**src/sv/mtsm_pkg.sv**
```systemverilog
// Shared types and constants for the multi-tone sine mixer.
// No dependencies.
`timescale 1ns / 1ps
package mtsm_pkg;
	localparam int unsigned IN_BITS = 104;
	localparam int unsigned OUT_BITS = 40;
	localparam logic OP_TICK = 1'b0;
	localparam logic OP_LOAD = 1'b1;

	typedef struct packed {
		logic [23:0] dur;
		logic [23:0] start;
		logic [15:0] vol;
		logic [31:0] step;
	} tone_t;

	// request handed from the front to the back
	typedef struct packed {
		logic       op;
		logic [3:0] idx;
		tone_t      tone;
	} req_t;

	typedef struct packed {
		logic       finished;
		logic [2:0] active;
		logic [15:0] right;
		logic [15:0] left;
	} res_t;

	// restoring division of a nonnegative value below 2^48, used at elaboration only
	function automatic longint udiv_const(input longint num, input longint den);
		longint q;
		longint r;
		q = 0;
		r = 0;
		for (int b = 47; b >= 0; b--) begin
			r = (r <<< 1) | ((num >>> b) & 64'sd1);
			q = q <<< 1;
			if (r >= den) begin
				r = r - den;
				q = q | 64'sd1;
			end
		end
		return q;
	endfunction

	// quarter-wave sine in Q0.16, generated with the same Q30 Taylor series
	function automatic logic [15:0] qsine(input int unsigned i, input int unsigned bits);
		longint x;
		longint term;
		longint sum;
		longint e;
		x = (64'sd1686629713 * longint'(i)) >>> bits;
		term = x;
		sum = x;
		for (int k = 1; k <= 8; k++) begin
			term = (term * x) >>> 30;
			term = (term * x) >>> 30;
			term = udiv_const(term, longint'((2 * k) * (2 * k + 1)));
			if ((k & 1) == 1) sum = sum - term;
			else sum = sum + term;
		end
		if (sum < 0) sum = 0;
		e = (sum * 65536 + (64'sd1 <<< 29)) >>> 30;
		if (e > 65535) e = 65535;
		return e[15:0];
	endfunction
endpackage

```
**src/sv/mtsm_front.sv**
```systemverilog
// Front end: takes input requests into a two-entry queue.
// Depends on mtsm_pkg.
`timescale 1ns / 1ps
module mtsm_front (
	input  logic               clk,
	input  logic               arst_n,
	input  logic               in_valid,
	output logic               in_ready,
	input  mtsm_pkg::req_t     in_req,
	output logic               q_valid,
	input  logic               q_ready,
	output mtsm_pkg::req_t     q_req
);
	import mtsm_pkg::*;
	req_t     mem_q [2];
	logic     wp_q, rp_q;
	logic [1:0] cnt_q;
	logic     push, pop;

	assign in_ready = (cnt_q != 2'd2);
	assign q_valid  = (cnt_q != 2'd0);
	assign q_req    = mem_q[rp_q];
	assign push = in_valid && in_ready;
	assign pop  = q_valid && q_ready;

	always_ff @(posedge clk) begin
		if (push) mem_q[wp_q] <= in_req;
	end

	always_ff @(posedge clk or negedge arst_n) begin
		if (!arst_n) begin
			wp_q <= 1'b0;
			rp_q <= 1'b0;
			cnt_q <= 2'd0;
		end else begin
			if (push) wp_q <= ~wp_q;
			if (pop) rp_q <= ~rp_q;
			cnt_q <= cnt_q + {1'b0, push} - {1'b0, pop};
		end
	end
endmodule

```
**config.mk**
```make
export PLATFORM = sky130hd
export DESIGN_NAME = mtsm_front
export DESIGN_NICKNAME = d
export VERILOG_FILES = /design/src/sv/mtsm_pkg.sv /design/src/sv/mtsm_front.sv
export SDC_FILE = /design/constraint.sdc
export NUM_CORES = 1
export LEC_CHECK = 0
export BUFFER_PORTS_ARGS = -buffer_cell sky130_fd_sc_hd__buf_2
export CORE_AREA = 2 2 169 88
export CTS_CLUSTER_SIZE = 16
export DETAILED_ROUTE_END_ITERATION = 8
export DIE_AREA = 0 0 171 90
export PLACE_DENSITY = 0.86
export SLEW_MARGIN = 20
export SYNTH_ARGS = -nofsm -noshare
export SYNTH_HDL_FRONTEND = slang
export SYNTH_SLANG_ARGS = --single-unit
```
**constraint.sdc**
```tcl
create_clock -name clk -period 8.3 [get_ports clk]
set_clock_uncertainty 0.15 [all_clocks]
set_input_delay 0.83 -clock clk [delete_from_list [all_inputs] [get_ports clk]]
set_output_delay 0.83 -clock clk [all_outputs]
set_load 0.005 [all_outputs]
```
== After elaboration in Yosys (flattened, before gate mapping) ==
Memories as Yosys holds them, arrays and structs flattened.
Cells that the tools add are included.

* Flip-flop bits (word level): 4
* Memory bits (writable): 202
* Bits of input ports: 105
* Output and inout port bits: 103
* Logic and storage cells: 14
* Memories kept: 1

{| class="wikitable"
|+ Memories
! memory !! depth !! width !! read ports !! clocked after memory_dff !! wr ports !! line !! text
|-
| mem_q || 2 || 101 || 1 || 0 || 1 || mtsm_front.sv:15 || <nowiki>req_t mem_q [2];</nowiki>
|}

* Add/sub/neg operators: 2
* Equality and inequality tests: 1
* Mux-type cells: 2
* Bitwise operators: 2
* Reductions and logical operators: 3

{| class="wikitable"
|+ Operators by type and width
! kind !! number
|-
| $add 2x1->2 || 1
|-
| $logic_and 1x1->1 || 2
|-
| $mux 1 || 2
|-
| $ne 2x2->1 const B || 1
|-
| $not 1->1 || 2
|-
| $reduce_bool 2->1 || 1
|-
| $sub 2x1->2 || 1
|}

== Logic depth before layout (Yosys ltp) ==
Gate-level depths: netlist (run 1).

* Depth in word-level cells: 4
* Gate-level depth with buffers: 7
* Mapped depth without buffers: 7

== Worst setup path after synthesis (run 1) ==
No wires, ideal clock.

* Path type: input-to-reg
* Start: input in_valid
* End: memory mem_q[0][0] (netlist name) (enable)
* Library setup time: 0.562 ns
* Data arrival time: 5.128 ns
* Required time: 7.588 ns
* Slack: 2.461 ns
* Stages on the path: 2
* Buffers on the path: 0
* Path through: nand2_1 -> nor2_1

* Longest elaborated chain between the ends: 3

{| class="wikitable"
|+ Ends and longest elaborated chain
! what !! line !! text
|-
| start, declared || mtsm_front.sv:7 || <nowiki>input logic in_valid,</nowiki>
|-
| $logic_and 1x1->1 || mtsm_front.sv:23 || <nowiki>assign push = in_valid && in_ready;</nowiki>
|-
| $mux 1 || mtsm_front.sv:27 || <nowiki>if (push) mem_q[wp_q] <= in_req;</nowiki>
|-
| $mux 1 (implied by the code) || mtsm_front.sv:27 ||
|-
| end, declared || mtsm_front.sv:15 ||
|}

Every way passes these cells.

==> results by group, run 1 <==
Run status
  • Status: finished, final reports clean

Worst setup path
  • CP Capture Type: output port
  • Crit-path max FO: 55
  • Reg-to-reg setup timing slack: 5.85 ns
  • R2R Path Start: cnt_q[1]$_DFF_PN0_
  • Worst R2R End: mem_q[1][23]$_DFFE_PP_
  • Worst reg-to-reg path cell count: 3
  • Worst EP required: 7.32 ns
  • WS Path Type: reg2out
  • Worst EP arrival: 2.63 ns
  • Startpoint type of the worst setup path: flop

Logic synthesis
  • Syn Area/Cell: 22.7 um2
  • Post-synth EDFFs: 202
  • Syn_nets: 438
  • Netlist Area Pre-Place: 7510 um2
  • Synth top area share: 80.7%
  • Post-synth cell types: 15
  • Post-Syn Instances: 331
  • Synth top cells by count: edfxtp_1, mux2_2, buf_6
  • Most used DFF post-synth: edfxtp_1
  • Post-synthesis register bit count: 206
  • Fraction of registers with async set/reset: 1.94%
  • Synthesis Warnings: 0
  • Sequential-to-total area share from yosys stat: 82.1%
  • Top-count cell post-synth: edfxtp_1
  • Post-synth top area cell: edfxtp_1
  • Top post-synthesis cells by area: edfxtp_1, mux2_2, buf_6

Final layout
  • Layout area overhead: 24.6%
  • Fillers: 958
  • Area taken by multi-input logic gates: 1240 um2
  • Register area: 6170 um2
  • Final Cell Area: 9360 um2
  • Share of cells above drive strength 1: 61.4%
  • Final core occ: 66.7%
  • Final #Nets: 660

Detailed routing
  • Drt wl/cell: 18.5 um
  • Vias per cell: 5.02
  • Drt drc: 0
  • Final WL: 14.2 mm
  • Via count: 3,837
  • DRT iter0 DRCs: 259
  • DRT antenna net count: 0
  • First-pass DRT Iterations: 4

Clock network
  • Clk Tree Root Cell: clkbuf_16
  • Worst skew pair latency: 0.46 ns
  • Post-CTS Setup Bufs: 0
  • TritonCTS clock tree: yes
  • Clk slew on worst S/H paths: 0.06 ns
  • Clock Sinks: 206
  • H-tree levels: 1
  • # hold bufs at CTS: 1
  • TritonCTS buffer count: 19
  • CTS resizes: 0
  • Max clock buf depth: 3

Global routing
  • Largest net degree at the start of global routing: 57
  • Tot GR Track Use: 17.9%
  • Vias in the first global route: 3,965
  • First-pass GRT wire length: 21.2 mm
  • Initial antenna violation count: 5
  • Total grt overflow: 0

STA
  • Worst-Margin Slew: 0.769 ns
  • Fin. max-slew vios: 0
  • Final clock period utilization by the worst path: 43.5%
  • Setup WS post-layout: 4.69 ns
  • Final Setup Violations: 0
  • Tmin final: 3.61 ns
  • Slew margin rel.: 48.8%
  • Unrepaired setup endpoints after global routing: no
  • F_max: 277 MHz
  • Final Hold Viols: 0
  • Setup TNS: 0 ns

Floorplan
  • Die footprint: 15,400 um2
  • Placeable Area: 14,000 um2
  • Die Width: 171 um
  • Starting Density: 53.5%
  • Die height: 90 um
  • Std cell rows: 31
  • Boundary pin count: 208

Pwr
  • Tot Pwr: 3.19 mW
  • Worst vdd ir: 240 uV
  • Leakage Power: 3.51 nW
  • Internal power: 2.35 mW
  • Switching Fraction: 26.5%
  • Clock share of power: 26.6%
  • Logic pwr share: 25.7%
  • Power Dens Cells: 341 nW/um2
  • P_sw: 847 uW
  • Flop pwr share: 47.7%

Placed design
  • Port Buf Inserts: 207
  • Routability cong.: 0.788
  • Hpwl dp: 9.56 mm
  • Placement Setup Slack: 5.18 ns
  • Placed instance area: 8730 um2

Worst hold path
  • Cell depth of the worst hold path: 1
  • Hold Path End: cnt_q[0]$_DFF_PN0_
  • Hold path start: cnt_q[0]$_DFF_PN0_
  • HP Class: reg2reg

Flow run
  • Max-Cap Viols: 0
==> kinds of logic (layout without fill, tap and decap cells) <==
group,Yosys count,in the layout,share of synthesized area [%]
AND/OR/NAND/NOR,6,6,0.466
buffers and inverters,12,246,1.53
XOR/XNOR,4,4,0.466
other,0,2,0
flip-flops,206,206,82.1
multiplexers,101,101,15.1
adder cells (fa/ha/maj),2,2,0.333
==> state kept, by name (all words and copies together) (netlist names) <==
register  cells
mem_q       202
cnt_q         2
rp_q          1
wp_q          1
==> worst max path at each step <==
stage | from | endpoint | slack (ns) | cells after the start
2_1_floorplan | in_valid | mem_q[0][0]$_DFFE_PP_ | 2.46 | 2
3_3_place_gp | rp_q$_DFFE_PN0P_ | q_req[60] | 5.21 | 3
3_5_place_dp | rp_q$_DFFE_PN0P_ | q_req[60] | 5.18 | 3
4_1_cts | rp_q$_DFFE_PN0P_ | q_req[60] | 4.68 | 3
5_1_grt | rp_q$_DFFE_PN0P_ | q_req[70] | 4.57 | 3
6_report | rp_q$_DFFE_PN0P_ | q_req[70] | 4.69 | 3
==> placed cells by master (no fill, tap or decap), types with 2 or more instances in the layout <==
| cell type | synthesis | final |
|---|---|---|
| edfxtp_1 | 202 | 202 |
| clkinv_1 | 0 | 2 |
| buf_4 | 0 | 4 |
| mux2_2 | 101 | 101 |
| clkbuf_8 | 0 | 2 |
| buf_2 | 2 | 207 |
| xnor2_1 | 3 | 3 |
| dfrtp_1 | 4 | 3 |
| ha_1 | 2 | 2 |
| diode_2 | 0 | 2 |
| bufinv_16 | 0 | 2 |
| clkinv_2 | 0 | 6 |
| clkbuf_16 | 0 | 19 |
==> through the flow <==
| step | hold WS [ns] | instances |
|---|---|---|
| after global placement | 0.342 | 729 |
| after CTS | 0.365 | 763 |
| final | 0.358 | 765 |
| after detailed placement | 0.354 | 729 |
| after global routing | 0.374 | 763 |
| after floorplan | 0.311 | 331 |
==> final cells by class <==
type / instances / share of cell area (%)
clock buffer: 22 / 5.41
inverter: 1 / 0.0401
antenna: 2 / 0.0535
tap: 198 / 2.65
timing repair buffer: 212 / 11.5
sequential: 206 / 65.9
clock inverter: 11 / 1.14
multi-input combinational: 113 / 13.3
==> power by group through the flow <==
stage | Sequential [mW] | Combinational [mW] | Clock, mW
after floorplan | 1.51 | 0.557 | 0
after global placement | 1.53 | 0.807 | 0
after detailed placement | 1.55 | 0.830 | 0
after CTS | 1.53 | 0.837 | 0.869
after global routing | 1.55 | 0.894 | 0.910
final | 1.52 | 0.820 | 0.850
==> metal layers <==
layer	routed length, um	vias up	GRT usage (%)	part of all wire [%]
li1	-	1768	-	-
met3	1440	26	7.27	10
met2	6360	163	27.8	45
met1	6100	1874	24.1	43
met5	39	-	0	0.28
met4	224	6	3.74	1.6
==> critical path, stage by stage, from the launching register on <==
cell     delay [ns]
dfrtp_4        0.82
buf_4          0.67
mux2_2         0.44
buf_2          0.13
No activity file was read; power rests on OpenSTA's default activity.
==> inputs of run 2 (changes only) <==
- ABC_AREA: unset -> 1
- CORE_AREA: 2 2 169 88 -> 2 2 183 95
- DIE_AREA: 0 0 171 90 -> 0 0 185 97
- PLACE_DENSITY: 0.86 -> 0.79
- clock period: 8.3 -> 2.9 ns (I/O delays scaled with it)
==> results by group, run 2 <==
Run status
  • Status: finished, final reports clean

Detailed routing
  • DRT iter0 DRCs: 398
  • First-pass DRT Iterations: 7
  • Drt wl/cell: 16.6 um
  • Via count: 5,286
  • DRT antenna net count: 0
  • Drt drc: 0
  • Final WL: 18.6 mm
  • Vias per cell: 4.72

Worst setup path
  • Worst EP required: 2.46 ns
  • Startpoint type of the worst setup path: flop
  • WS Path Type: reg2out
  • Crit path from: rp_q$_DFFE_PN0P_
  • Reg-to-reg setup timing slack: 0.77 ns
  • CP Capture Type: output port
  • Worst EP arrival: 2.25 ns
  • R2R Path Start: cnt_q[0]$_DFF_PN0_
  • Critical Path End: q_req[17]
  • Crit-path max FO: 102
  • Worst reg-to-reg path cell count: 5
  • Worst R2R End: mem_q[0][97]$_DFFE_PP_

Pwr
  • Clock share of power: 27.2%
  • Power Dens Cells: 932 nW/um2
  • Switching Fraction: 31.5%
  • Internal power: 6.75 mW
  • Logic pwr share: 29.8%
  • P_sw: 3.11 mW
  • Flop pwr share: 43.0%
  • Worst vdd ir: 494 uV
  • Leakage Power: 4.56 nW

STA
  • Setup WS post-layout: 0.209 ns
  • Fin. max-slew vios: 0
  • Final clock period utilization by the worst path: 92.8%
  • Final Hold Viols: 0
  • Slew margin rel.: 26.5%
  • Worst-Margin Slew: 1.10 ns
  • F_max: 372 MHz
  • Setup TNS: 0 ns
  • Final Setup Violations: 0
  • Hold WS: 0.0166 ns
  • Tmin final: 2.69 ns
  • Unrepaired setup endpoints after global routing: no

Logic synthesis
  • Synthesis Warnings: 0
  • Top-count cell post-synth: nand2_1
  • Post-Syn Instances: 559
  • Top post-synthesis cells by area: edfxtp_1, nand2_1, dfrtp_1
  • Post-synth top area cell: edfxtp_1
  • Synth top cells by count: nand2_1, edfxtp_1, buf_2
  • Syn Area/Cell: 13.5 um2
  • Post-synthesis register bit count: 206
  • Synth top area share: 80.3%
  • Post-synth EDFFs: 202
  • Netlist Area Pre-Place: 7560 um2
  • Post-synth cell types: 11
  • Most used DFF post-synth: edfxtp_1
  • Syn_nets: 666
  • Fraction of registers with async set/reset: 1.94%
  • Sequential-to-total area share from yosys stat: 81.6%

Final layout
  • Layout area overhead: 39.9%
  • Area taken by multi-input logic gates: 1240 um2
  • Most common cell after layout, fill and taps aside: nand2_1
  • Share of cells above drive strength 1: 27.9%
  • Reg with most FFs: mem_q
  • Most frequent cells in the layout: nand2_1, buf_2, edfxtp_1
  • Top flop regs: mem_q (202), cnt_q (2)
  • Register area: 6170 um2
  • Final #Nets: 986
  • Fillers: 1,127
  • Final Cell Area: 10,600 um2
  • Number of flip-flops in the largest register: 202

Placed design
  • Port Buf Inserts: 207
  • Hpwl dp: 10.4 mm
  • Routability cong.: 0.802
  • Placement Setup Slack: 0.764 ns
  • Placed instance area: 8860 um2

Floorplan
  • Starting Density: 46.7%
  • Die Width: 185 um
  • Boundary pin count: 208
  • Die footprint: 17,900 um2
  • Die height: 97 um
  • Std cell rows: 33
  • Placeable Area: 16,200 um2

Clock network
  • TritonCTS clock tree: yes
  • Clk slew on worst S/H paths: 0.07 ns
  • CTS resizes: 0
  • TritonCTS buffer count: 20
  • Worst skew pair latency: 0.49 ns
  • Clock Sinks: 206
  • H-tree levels: 1
  • Post-CTS Setup Bufs: 0
  • Clk Tree Root Cell: clkbuf_16
  • Max clock buf depth: 3

Global routing
  • Total grt overflow: 0
  • First-pass GRT wire length: 28.4 mm
  • Tot GR Track Use: 20.6%
  • Initial antenna violation count: 1
  • Largest net degree at the start of global routing: 103
  • Vias in the first global route: 5,523

Worst hold path
  • HP Class: in2async

Flow run
  • Max-Cap Viols: 0
[run 2: metrics by stage]
| step | std cells | util, % | power, mW |
|---|---|---|---|
| after floorplan | 559 | - | 5.80 |
| after global placement | 980 | 54.7 | 6.98 |
| after detailed placement | 980 | 54.7 | 7.08 |
| after CTS | 1119 | 65.3 | 9.89 |
| after global routing | 1120 | 65.3 | 10.4 |
| final | 1120 | 65.3 | 9.86 |
[run 2: how the worst min path moves through the flow]
stage	start	end	slack [ns]	depth (start not counted)
after floorplan	arst_n	cnt_q[0]$_DFF_PN0_	-0.16	0
after detailed placement	arst_n	wp_q$_DFFE_PN0N_	-0.05	1
after CTS	arst_n	wp_q$_DFFE_PN0N_	0.008	2
after global placement	arst_n	wp_q$_DFFE_PN0N_	-0.05	1
after global routing	arst_n	cnt_q[0]$_DFF_PN0_	0.02	2
final	arst_n	wp_q$_DFFE_PN0N_	0.02	2
[run 2: metal layers]
layer	global-route usage [%]	wire length, um	up-vias
li1	-	-	2516
met1	21.8	6830	2523
met2	40.1	10300	189
met3	3.61	849	58
met4	8.42	674	0
met5	0	0	-
[run 2: logic make-up after synthesis]
logic type / count (synthesis) / synth area share [%]
and+or+nand+nor: 320 / 15.9
DFF: 206 / 81.6
buffers and inverters: 31 / 2.12
adders and majority gates: 2 / 0.331
[run 2: cell type report]
class | instances | area share (%)
tap | 227 | 2.69
clock buffer | 27 | 5.28
timing repair buffer | 320 | 20.5
sequential | 206 | 58.3
antenna | 1 | 0.0237
inverter | 9 | 0.367
clock inverter | 8 | 1.08
multi-input combinational | 322 | 11.7
[run 2: repair_timing]
item / 4_1_cts / 5_1_grt
hold buffers: 104 / 0
hold endpoints to repair: 208 / 0
setup endpoints to repair: 0 / 0
[run 2: worst max-delay path, cell delays in order, from the launching register on]
cell	delay, ns
dfrtp_4	0.41
buf_4	0.79
nand2_1	0.17
nand2_1	0.15
buf_2	0.14
[run 2: power by group through the flow]
stage	Clock (mW)	Combinational, mW	Sequential [mW]
after detailed placement	0	2.80	4.28
after floorplan	0	1.54	4.26
after global placement	0	2.74	4.25
after global routing	2.85	3.24	4.28
after CTS	2.73	2.94	4.22
final	2.69	2.94	4.24
